[config.mk]
export PLATFORM = sky130hd
export DESIGN_NAME = differential_thrust_esc_mixer
export DESIGN_NICKNAME = d
export VERILOG_FILES = /design/src/design/dtem_pkg.sv /design/src/design/dtem_cfg_regs.sv /design/src/design/dtem_helm.sv /design/src/design/dtem_motor_lane.sv /design/src/design/differential_thrust_esc_mixer.sv
export SDC_FILE = /design/constraint.sdc
export NUM_CORES = 1
export LEC_CHECK = 0
export ABC_AREA = 1
export BUFFER_PORTS_ARGS = -buffer_cell sky130_fd_sc_hd__buf_4
export CAP_MARGIN = 40
export CORE_MARGIN = 2
export CORE_UTILIZATION = 35
export CTS_CLUSTER_DIAMETER = 80
export DETAILED_ROUTE_END_ITERATION = 10
export GPL_ROUTABILITY_DRIVEN = 0
export GPL_TIMING_DRIVEN = 0
export SETUP_SLACK_MARGIN = 0.2
export SYNTH_ARGS = -nofsm -noshare
export SYNTH_HDL_FRONTEND = slang
export SYNTH_SLANG_ARGS = --single-unit
[constraint.sdc]
create_clock -name clk -period 11.4 [get_ports clk]
set_input_delay 1.14 -clock clk [delete_from_list [all_inputs] [get_ports clk]]
set_output_delay 1.14 -clock clk [all_outputs]
set_load 0.01 [all_outputs]
[src/design/dtem_pkg.sv]
`default_nettype none

package dtem_pkg;

    // configuration register indexes
    localparam logic CfgForcedHelm   = 1'b0;
    localparam logic CfgReverseDrive = 1'b1;

    localparam logic signed [7:0]  HelmFollow    = -8'sd128;
    localparam logic signed [7:0]  FracLow       = 8'sd32;
    localparam logic signed [7:0]  FracHigh      = 8'sd96;
    localparam int                 FracShift     = 6;
    localparam logic signed [15:0] PowerMax      = 16'sd32767;
    localparam logic signed [15:0] PowerMin      = -16'sd32768;
    localparam logic [10:0]        PulseCenter   = 11'd1500;
    localparam logic signed [10:0] PulseSpan     = 11'sd400;
    localparam logic signed [10:0] PulseOffset   = 11'sd25;

    typedef struct packed {
        logic signed [7:0] forced_helm;
        logic              reverse_drive;
    } dtem_cfg_t;

    typedef struct packed {
        logic signed [7:0] helm;
        logic signed [7:0] left_frac;
        logic signed [7:0] right_frac;
    } dtem_mix_t;

endpackage

`default_nettype wire

[src/design/dtem_cfg_regs.sv]
`default_nettype none

module dtem_cfg_regs (
    input  wire logic              clk,
    input  wire logic              rst_n,
    input  wire logic              cfg_valid,
    output logic                   cfg_ready,
    input  wire logic              cfg_index,
    input  wire logic [7:0]        cfg_data,
    output dtem_pkg::dtem_cfg_t    cfg
);

    dtem_pkg::dtem_cfg_t cfg_reg;

    assign cfg_ready = 1'b1;
    assign cfg       = cfg_reg;

    always_ff @(posedge clk or negedge rst_n)
    begin
        if (!rst_n)
        begin
            cfg_reg.forced_helm   <= '0;
            cfg_reg.reverse_drive <= 1'b0;
        end
        else if (cfg_valid && cfg_ready)
        begin
            case (cfg_index)
                dtem_pkg::CfgForcedHelm:   cfg_reg.forced_helm   <= $signed(cfg_data);
                dtem_pkg::CfgReverseDrive: cfg_reg.reverse_drive <= cfg_data[0];
                default:                   cfg_reg <= cfg_reg;
            endcase
        end
    end

endmodule

`default_nettype wire

[src/design/dtem_helm.sv]
`default_nettype none

module dtem_helm (
    input  wire dtem_pkg::dtem_cfg_t cfg,
    input  wire logic [7:0]          heading,
    input  wire logic [7:0]          target_heading,
    input  wire logic                fix_ok,
    input  wire logic                mppt_on,
    output dtem_pkg::dtem_mix_t      mix
);

    logic signed [8:0] diff;
    logic signed [8:0] diff_adj;
    logic signed [8:0] half;
    logic              follow;
    logic              idle;
    logic signed [7:0] helm;
    logic signed [7:0] lf;
    logic signed [7:0] rf;

    // no wrap on heading error; halve rounding toward zero
    assign diff     = $signed({1'b0, target_heading}) - $signed({1'b0, heading});
    assign diff_adj = diff + $signed({8'd0, diff[8]});
    assign half     = diff_adj >>> 1;

    assign follow = (cfg.forced_helm == dtem_pkg::HelmFollow);
    assign idle   = !fix_ok && mppt_on && follow;

    always_comb
    begin
        if (idle)
            helm = '0;
        else if (follow)
            helm = half[7:0];
        else
            helm = cfg.forced_helm;

        lf = (helm <= dtem_pkg::FracLow) ? helm + dtem_pkg::FracLow
                                         : dtem_pkg::FracHigh - helm;
        rf = (helm <= -dtem_pkg::FracLow) ? helm + dtem_pkg::FracHigh
                                          : dtem_pkg::FracLow - helm;
        if (cfg.reverse_drive)
        begin
            lf = -lf;
            rf = -rf;
        end
        if (idle)
        begin
            lf = '0;
            rf = '0;
        end

        mix.helm       = helm;
        mix.left_frac  = lf;
        mix.right_frac = rf;
    end

endmodule

`default_nettype wire

[src/design/dtem_motor_lane.sv]
`default_nettype none

module dtem_motor_lane (
    input  wire logic [15:0]        power_budget,
    input  wire logic signed [7:0]  frac,
    output logic signed [15:0]      power,
    output logic [10:0]             pulse_us
);

    logic signed [24:0] prod;
    logic signed [24:0] prod_adj;
    logic signed [18:0] scaled;
    logic signed [10:0] offs;
    logic signed [11:0] pulse_sum;

    assign prod     = $signed({1'b0, power_budget}) * frac;
    // bias negatives so the shift truncates toward zero
    assign prod_adj = prod + (prod[24] ? 25'sd63 : 25'sd0);
    assign scaled   = prod_adj[24:dtem_pkg::FracShift];

    always_comb
    begin
        if (scaled > 19'(dtem_pkg::PowerMax))
            power = dtem_pkg::PowerMax;
        else if (scaled < 19'(dtem_pkg::PowerMin))
            power = dtem_pkg::PowerMin;
        else
            power = scaled[15:0];

        if (power == 16'sd0)
            offs = '0;
        else if (power == -16'sd1)
            offs = -11'sd2 - dtem_pkg::PulseOffset;
        else if (power < 16'sd0)
        begin
            if (power < 16'(-dtem_pkg::PulseSpan + dtem_pkg::PulseOffset))
                offs = -dtem_pkg::PulseSpan;
            else
                offs = power[10:0] - dtem_pkg::PulseOffset;
        end
        else
        begin
            if (power > 16'(dtem_pkg::PulseSpan - dtem_pkg::PulseOffset))
                offs = dtem_pkg::PulseSpan;
            else
                offs = power[10:0] + dtem_pkg::PulseOffset;
        end
    end

    assign pulse_sum = $signed({1'b0, dtem_pkg::PulseCenter}) + 12'(offs);
    assign pulse_us  = pulse_sum[10:0];

endmodule

`default_nettype wire

[src/design/differential_thrust_esc_mixer.sv]
`default_nettype none

// Two-motor thrust mixer with ESC pulse mapping. Each input beat (budget,
// heading, target, fix and MPPT flags) yields one result beat: the helm
// applied, left/right power saturated to int16 and 1100..1900 us pulses.
// Beats flow one per clock unless out_ready stalls, from the input
// register through the mixer and the 16x8 multiply per motor into the
// result register. Config (forced_helm, reverse_drive) is written through
// the cfg port, which is always ready, and should only change while idle.
module differential_thrust_esc_mixer (
    input  wire logic               clk,
    input  wire logic               rst_n,
    input  wire logic               cfg_valid,
    output logic                    cfg_ready,
    input  wire logic               cfg_index,
    input  wire logic [7:0]         cfg_data,
    input  wire logic               in_valid,
    output logic                    in_ready,
    input  wire logic [15:0]        power_budget,
    input  wire logic [7:0]         heading,
    input  wire logic [7:0]         target_heading,
    input  wire logic               fix_ok,
    input  wire logic               mppt_on,
    output logic                    out_valid,
    input  wire logic               out_ready,
    output logic signed [7:0]       helm_used,
    output logic signed [15:0]      left_power,
    output logic signed [15:0]      right_power,
    output logic [10:0]             left_pulse_us,
    output logic [10:0]             right_pulse_us
);

    dtem_pkg::dtem_cfg_t cfg;
    dtem_pkg::dtem_mix_t mix;

    logic        s1_valid_reg;
    logic [15:0] budget_reg;
    logic [7:0]  heading_reg;
    logic [7:0]  target_reg;
    logic        fix_reg;
    logic        mppt_reg;

    logic              out_valid_reg;
    logic signed [7:0]  helm_reg;
    logic signed [15:0] lpow_reg;
    logic signed [15:0] rpow_reg;
    logic [10:0]        lpulse_reg;
    logic [10:0]        rpulse_reg;

    logic signed [15:0] lpow_next;
    logic signed [15:0] rpow_next;
    logic [10:0]        lpulse_next;
    logic [10:0]        rpulse_next;

    logic out_en;
    logic s1_en;

    dtem_cfg_regs u_cfg (
        .clk       (clk),
        .rst_n     (rst_n),
        .cfg_valid (cfg_valid),
        .cfg_ready (cfg_ready),
        .cfg_index (cfg_index),
        .cfg_data  (cfg_data),
        .cfg       (cfg)
    );

    assign out_en   = !out_valid_reg || out_ready;
    assign s1_en    = !s1_valid_reg || out_en;
    assign in_ready = s1_en;

    always_ff @(posedge clk or negedge rst_n)
    begin
        if (!rst_n)
            s1_valid_reg <= 1'b0;
        else if (s1_en)
            s1_valid_reg <= in_valid;
    end

    always_ff @(posedge clk)
    begin
        if (s1_en && in_valid)
        begin
            budget_reg  <= power_budget;
            heading_reg <= heading;
            target_reg  <= target_heading;
            fix_reg     <= fix_ok;
            mppt_reg    <= mppt_on;
        end
    end

    dtem_helm u_helm (
        .cfg            (cfg),
        .heading        (heading_reg),
        .target_heading (target_reg),
        .fix_ok         (fix_reg),
        .mppt_on        (mppt_reg),
        .mix            (mix)
    );

    dtem_motor_lane u_left (
        .power_budget (budget_reg),
        .frac         (mix.left_frac),
        .power        (lpow_next),
        .pulse_us     (lpulse_next)
    );

    dtem_motor_lane u_right (
        .power_budget (budget_reg),
        .frac         (mix.right_frac),
        .power        (rpow_next),
        .pulse_us     (rpulse_next)
    );

    always_ff @(posedge clk or negedge rst_n)
    begin
        if (!rst_n)
            out_valid_reg <= 1'b0;
        else if (out_en)
            out_valid_reg <= s1_valid_reg;
    end

    always_ff @(posedge clk)
    begin
        if (out_en && s1_valid_reg)
        begin
            helm_reg   <= mix.helm;
            lpow_reg   <= lpow_next;
            rpow_reg   <= rpow_next;
            lpulse_reg <= lpulse_next;
            rpulse_reg <= rpulse_next;
        end
    end

    assign out_valid      = out_valid_reg;
    assign helm_used      = helm_reg;
    assign left_power     = lpow_reg;
    assign right_power    = rpow_reg;
    assign left_pulse_us  = lpulse_reg;
    assign right_pulse_us = rpulse_reg;

    // full pipe with stalled output must back-pressure the input
    a_backpressure: assert property (@(posedge clk) disable iff (!rst_n)
        s1_valid_reg && out_valid_reg && !out_ready |-> !in_ready)
        else $error("input accepted while pipeline full");

    a_zero_center: assert property (@(posedge clk) disable iff (!rst_n)
        out_valid && left_power == 16'sd0 |-> left_pulse_us == dtem_pkg::PulseCenter)
        else $error("zero left power not centered");

    a_pulse_range: assert property (@(posedge clk) disable iff (!rst_n)
        out_valid |-> left_pulse_us >= 11'd1100 && left_pulse_us <= 11'd1900
                      && right_pulse_us >= 11'd1100 && right_pulse_us <= 11'd1900)
        else $error("pulse out of range");

    a_pulse_sign: assert property (@(posedge clk) disable iff (!rst_n)
        out_valid && right_power > 16'sd0 |-> right_pulse_us > dtem_pkg::PulseCenter)
        else $error("right pulse direction mismatch");

endmodule

`default_nettype wire
# Word-level counts from Yosys, hierarchy flattened
# Index checks and enable logic that the tools add are counted.
[totals]
reg_bits = 107
inputBits = 48
out_inout_bits = 65
wordCells = 85
[classes]
n_addsub = 16
n_mul = 2
n_lt_le_gt_ge = 12
n_eq_ne = 3
n_mux = 24
n_bitwise = 1
n_reduce_logical = 13
[ops]
columns = ["operator", "n"]
rows = [
  ["$mux 11", 10],
  ["$mux 16", 4],
  ["$mux 8", 8],
  ["$add 25x25->25", 2],
  ["$mul 17x8->25", 2],
  ["$gt 19x16->1 const B", 2],
  ["$lt 19x16->1 const B", 2],
  ["$eq 16x1->1 const B", 2],
  ["$gt 16x10->1 const B", 2],
  ["$logic_not 16->1", 2],
  ["$lt 16x1->1 const B", 2],
  ["$lt 16x10->1 const B", 2],
  ["$add 11x11->11 const A", 2],
  ["$add 11x5->11 const B", 2],
  ["$sub 11x5->11 const B", 2],
  ["$neg 8->8", 2],
  ["$mux 6", 2],
  ["$add 9x2->9", 1],
  ["$sub 8x8->9", 1],
  ["$add 8x7->8 const B", 1],
  ["$add 8x8->8 const B", 1],
  ["$eq 8x8->1 const B", 1],
  ["$le 8x6->1 const B", 1],
  ["$le 8x7->1 const B", 1],
  ["7 further kinds", 14],
]

# Longest topological paths before layout
[depth]
ltp_word = 21
depth_mapped = 91
depth_no_buf = 87

# Cells and area by module
# A second synthesis with hierarchy kept.
[unflattened]
hier_cells = 2703
area_unflattened_um2 = 18635.4
[modules_own_cells]
columns = ["mod", "instances", "cells_each", "area_per_inst_um2", "seq_area_each_um2"]
rows = [
  ["dtem_motor_lane at u_left", 1, 1141, 6877.8, 0.0],
  ["dtem_motor_lane at u_right", 1, 1076, 6566.3, 0.0],
  ["differential_thrust_esc_mixer", 1, 108, 2977.9, 2932.8],
  ["dtem_helm", 1, 336, 1834.3, 0.0],
  ["dtem_cfg_regs", 1, 42, 379.1, 225.2],
]

# Worst setup path after synthesis
# OpenSTA, ideal clock, no wires.
[synth_path]
path_kind = "reg-to-reg"
startpoint = "register heading_reg[0]"
endpoint = "register rpulse_reg[8] (netlist: right_pulse_us[8]), data pin"
arrival_ps = 11211
t_required_ps = 11143
path_slack_ps = -67
stages_incl_launch_ff = 72
n_path_buf = 4
cell_sequence = "edfxtp_1 ha_1 fa_1 o21ai_1 nand2_1 nand2_1 a21oi_1 o21bai_1 a21oi_1 and2_1 ha_1 nand3_1 nand2_1 nand2_1 clkbuf_1 ha_1 inv_1 nor2_1 (+36 left out) buf_6 nand2_1 nand2_1 inv_1 ha_1 inv_1 o21ai_1 nand2_1 nand3_2 nand2_1 a21boi_1 nand2_1 nand2_1 ha_1 nand2_1 nand2_2 nand2_1 xor2_1"
[synth_via]
elab_chain_cells = 21
word_cells_on_any_way = 31
[synth_rtl]
columns = ["item", "line_no", "rtl"]
rows = [
  ["from (decl)", "differential_thrust_esc_mixer.sv:38", "logic [7:0] heading_reg;"],
  ["from (signal assigned)", "differential_thrust_esc_mixer.sv:85", "heading_reg <= heading;"],
  ["$sub 8x8->9 *", "dtem_helm.sv:22", "assign diff = $signed({1'b0, target_heading}) - $signed({1'b0, heading});"],
  ["$add 9x2->9 *", "dtem_helm.sv:23", "assign diff_adj = diff + $signed({8'd0, diff[8]});"],
  ["$mux 8 *", "dtem_helm.sv:33", "else if (follow)"],
  ["$mux 8 *", "dtem_helm.sv:31", "if (idle)"],
  ["$sub 7x8->8, or another cell as far along", "dtem_helm.sv:41", ": dtem_pkg::FracLow - helm;"],
  ["$mux 8 *", "dtem_helm.sv:40", "rf = (helm <= -dtem_pkg::FracLow) ? helm + dtem_pkg::FracHigh"],
  ["$neg 8->8", "dtem_helm.sv:45", "rf = -rf;"],
  ["$mux 8 *", "dtem_helm.sv:42", "if (cfg.reverse_drive)"],
  ["(+7 left out)", "--", ""],
  ["net rpow_next[15]", "differential_thrust_esc_mixer.sv:51", "logic signed [15:0] rpow_next;"],
  ["$gt 16x10->1 or $lt 16x10->1 (tied branches)", "dtem_motor_lane.sv:43, dtem_motor_lane.sv:36", ""],
  ["$mux 11 (on tied branches)", "dtem_motor_lane.sv:43, dtem_motor_lane.sv:36", ""],
  ["$mux 11", "dtem_motor_lane.sv:34", "else if (power < 16'sd0)"],
  ["$mux 11", "dtem_motor_lane.sv:32", "else if (power == -16'sd1)"],
  ["$mux 11 *", "dtem_motor_lane.sv:30", "if (power == 16'sd0)"],
  ["$add 11x11->11 *", "dtem_motor_lane.sv:50", "assign pulse_sum = $signed({1'b0, dtem_pkg::PulseCenter}) + 12'(offs);"],
  ["net rpulse_next[8]", "differential_thrust_esc_mixer.sv:53", "logic [10:0] rpulse_next;"],
  ["to (signal assigned)", "differential_thrust_esc_mixer.sv:131", "rpulse_reg <= rpulse_next;"],
  ["to (decl)", "differential_thrust_esc_mixer.sv:48", "logic [10:0] rpulse_reg;"],
]
# Mark *: on every way through the listed nets, which the timed path passes. The rest lies on a longest branch.
# A chain may end at the register's enable or synchronous reset.

# Worst setup path after layout
[layout_path]
startpoint = "register heading_reg[0]"
endpoint = "register rpulse_reg[8] (netlist: right_pulse_us[8]), data pin"
[layout_via]
elab_chain_cells = 21
word_cells_on_any_way = 31
[layout_rtl]
columns = ["item", "line_no", "rtl"]
rows = [
  ["$sub 8x8->9 *", "dtem_helm.sv:22", ""],
  ["$add 9x2->9 *", "dtem_helm.sv:23", ""],
  ["$mux 8 *", "dtem_helm.sv:33", ""],
  ["$mux 8 *", "dtem_helm.sv:31", ""],
  ["$sub 7x8->8, or another cell as far along", "dtem_helm.sv:41", ""],
  ["$mux 8 *", "dtem_helm.sv:40", ""],
  ["$neg 8->8", "dtem_helm.sv:45", ""],
  ["$mux 8 *", "dtem_helm.sv:42", ""],
  ["(+7 left out)", "--", ""],
  ["net rpow_next[0]", "differential_thrust_esc_mixer.sv:51", ""],
  ["$gt 16x10->1, or another cell as far along", "dtem_motor_lane.sv:43", "if (power > 16'(dtem_pkg::PulseSpan - dtem_pkg::PulseOffset))"],
  ["$mux 11 (on tied branches)", "dtem_motor_lane.sv:43, dtem_motor_lane.sv:36", ""],
  ["$mux 11", "dtem_motor_lane.sv:34", ""],
  ["$mux 11", "dtem_motor_lane.sv:32", ""],
  ["$mux 11 *", "dtem_motor_lane.sv:30", ""],
  ["$add 11x11->11 *", "dtem_motor_lane.sv:50", ""],
  ["net rpulse_next[8]", "differential_thrust_esc_mixer.sv:53", ""],
]
# Marked as above.

==> load_flow_metrics.sql <==
INSERT INTO impl_metrics (metric_group, metric, value, unit) VALUES
('outcome', 'run_status', 'complete, no violations', ''),
('synth', 'async_reset_ff_share', '10.3', '%'),
('final_layout', 'layout.filler_cells', '4711', ''),
('critical_path', 'critical_path.n_buffers_inverters', '14', ''),
('detailed_routing', 'viasPerCell', '4.95', ''),
('final_layout', 'fraction_of_layout_cells_with_a_size_suffix_above_1', '29.5', '%'),
('critical_path', 'critPathSlowestCell', 'fa_1', ''),
('synth', 'synthDominantCellAreaShare', '19.2', '%'),
('detailed_routing', 'drt-total-wl', '51400', 'um'),
('clocking', 'tritoncts', 'built', ''),
('sta', 'finalMaxSlewViolations', '0', ''),
('sta', 'max_clock_freq', '0.0914', 'GHz'),
('placed_design', 'buffer_ports.inserted', '111', ''),
('die', 'start_util', '35.5', '%'),
('sta', 'tightest_slew', '0.890', 'ns'),
('critical_path', 'worstSetupStartpointType', 'flop', ''),
('clocking', 'clock_latency_on_the_worst_skew_pair', '0.41', 'ns'),
('sta', 'layout_setup_ws', '0.463', 'ns'),
('detailed_routing', 'wl_per_cell', '15.0', 'um'),
('final_layout', 'finish.net_count', '3126', ''),
('critical_path', 'crit_family', 'adder cells', ''),
('clocking', 'cts.sinks', '107', ''),
('global_route', 'grt.met1_usage', '23.1', '%'),
('sta', 'final.min_clock_period', '10.94', 'ns'),
('synth', 'synth-warning-count', '0', ''),
('final_layout', 'areaGrowthSynthToFinish', '32.3', '%'),
('synth', 'synth.most_common_cell', 'nand2_1', ''),
('synth', 'most_instantiated_cells_after_synthesis', 'nand2_1 (565), inv_1 (498), nor2_1 (342)', ''),
('synth', 'synth_top_flop_cell', 'edfxtp_1', ''),
('detailed_routing', 'first_pass_iters', '5', ''),
('clocking', 'ctsLongestPathBuffers', '2', ''),
('global_route', 'grt_usage', '18.8', '%'),
('final_layout', 'utilization', '46.9', '%'),
('die', 'core_area', '50200', 'um^2'),
('clocking', 'clkSlewWorstSetupHoldPaths', '0.09', 'ns'),
('synth', 'syn-cell-area', '17800', 'um^2'),
('critical_path', 'cp_data_required_time', '11.54', 'ns'),
('detailed_routing', 'antenna_violating_nets_post_route', '0', ''),
('die', 'core.rowCount', '82', ''),
('global_route', 'grt_max_degree', '29', ''),
('critical_path', 'critical_path.max_stage_delay', '0.55', 'ns'),
('placed_design', 'post_dp_hpwl', '38900', 'um'),
('final_layout', 'insertedDiodeCount', '0', ''),
('synth', 'post_synth_num_cell_types', '57', ''),
('detailed_routing', 'vias', '17000', ''),
('detailed_routing', 'first_iter_violations', '1073', ''),
('clocking', 'numCtsBuffers', '9', ''),
('clocking', 'cts_max_level', '3', ''),
('global_route', 'grt_first_pass_wirelength', '81300', 'um'),
('placed_design', 'place_ws', '-1.77', 'ns'),
('sta', 'finalHoldViolCount', '0', ''),
('critical_path', 'timing.critical_path.to_type', 'flop', ''),
('global_route', 'grt_antenna_before_repair', '0', ''),
('clocking', 'cts_root_buf', 'clkbuf_16', ''),
('synth', 'syn-instance-count', '2471', ''),
('global_route', 'grt_overflow', '0', ''),
('synth', 'synth_sequential_area_ratio', '17.7', '%'),
('synth', 'netlist_top_cells_area', 'fa_1 (19%), edfxtp_1 (16%), nand2_1 (12%), inv_1 (11%), ha_1 (10%)', ''),
('synth', 'yosys.area.top_type', 'fa_1', ''),
('die', 'area_enclosed_by_the_die_boundary', '52700', 'um^2'),
('sta', 'fin_worst_skew', '0.0268', 'ns'),
('die', 'dieHeight', '229', 'um'),
('sta', 'rsz0062_at_grt', 'true', ''),
('job', 'timing.max_cap.violations', '0', ''),
('worst_hold_path', 'hp-class', 'reg -> reg', ''),
('critical_path', 'critPathKind', 'reg -> reg', ''),
('global_route', 'grt_util_met2', '33.1', '%'),
('detailed_routing', 'post-route-drc-count', '0', ''),
('global_route', 'peak_usage_layer_in_the_global_routing_report', 'met2', ''),
('sta', 'setup_viol_count_final', '0', ''),
('synth', 'syn_area_per_cell', '7.20', 'um^2'),
('critical_path', 'worst-endpoint-arrival', '11.08', 'ns'),
('die', 'floorplan.die.width', '229', 'um'),
('synth', 'synth-edff-count', '96', ''),
('global_route', 'gr-usage-met3', '2.73', '%'),
('global_route', 'grt_pass1_vias', '16700', ''),
('sta', 'final_worst_path_period_share', '95.9', '%'),
('critical_path', 'crit_path_frequent_cell', 'nand2_2', ''),
('sta', 'max-slew-margin-rel', '40.7', '%'),
('synth', 'synth_nets', '2836', ''),
('critical_path', 'worst-path-max-fanout', '7', ''),
('synth', 'register_bit_total_from_synthesis', '107', ''),
('clocking', 'holdBufCountCts', '0', ''),
('die', 'io-pin-count', '113', '');
## cell usage in the layout, fill, tap and decap left out, types with 40 or more instances in the layout
cell type / synthesis / routed
nand2_1: 565 / 461
inv_1: 498 / 457
nor2_1: 342 / 264
buf_4: 5 / 259
fa_1: 171 / 163
nand3_1: 155 / 122
nand2_2: 43 / 102
ha_1: 146 / 101
edfxtp_1: 96 / 96
nand4_1: 71 / 71
nand2_4: 20 / 57
nor2_2: 11 / 56
inv_2: 15 / 49
a21oi_1: 66 / 47
ha_4: 0 / 40
## cell type report
class                   instances  area (um^2)  share of cell area [%]
repair buffers                279         2280                    9.69
flip-flops and latches        107         3160                    13.4
multi-input cells            1803        14600                    62.2
plain buffers                  37          364                    1.55
clock inverters                 4         25.0                   0.106
well taps                     672          841                    3.57
inverters                     524         1990                    8.44
clock buffers                  12          246                    1.05
## worst min-delay path: cells and delay by family, from the launching register on
family	cells	cell delay [ns]
AOI/OAI and AO/OA	1	0.06
and+or+nand+nor	1	0.05
DFF	1	0.37
## layer usage
metal	up-vias	share of wire, %
li1	8241	-
met1	8104	40
met2	554	50
met3	104	5.9
met4	0	3.4
met5	-	0
## path summary, 6_finish.rpt
path	cells past startpoint	from	slack (ns)	endpoint
worst max-delay path	75	heading_reg[0]	0.46	right_pulse_us[8]
worst min register to register	2	u_cfg.cfg[1]	0.52	u_cfg.cfg[1]
min in group asynchronous	1	rst_n	0.55	u_cfg.cfg[1]
max in group asynchronous	1	rst_n	10.68	u_cfg.cfg[7]
worst min-delay path	2	u_cfg.cfg[1]	0.52	u_cfg.cfg[1]
worst max register to register	75	heading_reg[0]	0.46	right_pulse_us[8]
## cells by family after synthesis
kind of cell	Yosys count	share of synthesized area, %
compound gates	135	4.13
xor+xnor	65	3.47
fa+ha+maj	317	29.5
buf+inv	561	12.4
flops	107	17.7
mux	4	0.253
other cells	1	0.0211
simple gates	1281	32.5
## stage by stage
stage	instances	hold slack (ns)	setup TNS [ns]	cell area, um^2
floorplan	2471	0.447	0	17800
global placement	3254	0.457	-18.71	19500
detailed placement	3257	0.499	-22.66	19600
CTS	3329	0.519	0	21100
global route	3438	0.539	-0.897	23500
finish	3438	0.518	0	23500
## repair_timing
item | CTS | global route
buffers inserted | 54 | 104
resized for setup | 205 | 395
endpoints found under the setup margin | 34 | 22
cloned | 2 | 5
pin swaps | 56 | 222
Power is not shown: default switching activity piles up to over one toggle a cycle in this logic, so the estimate is an artifact.
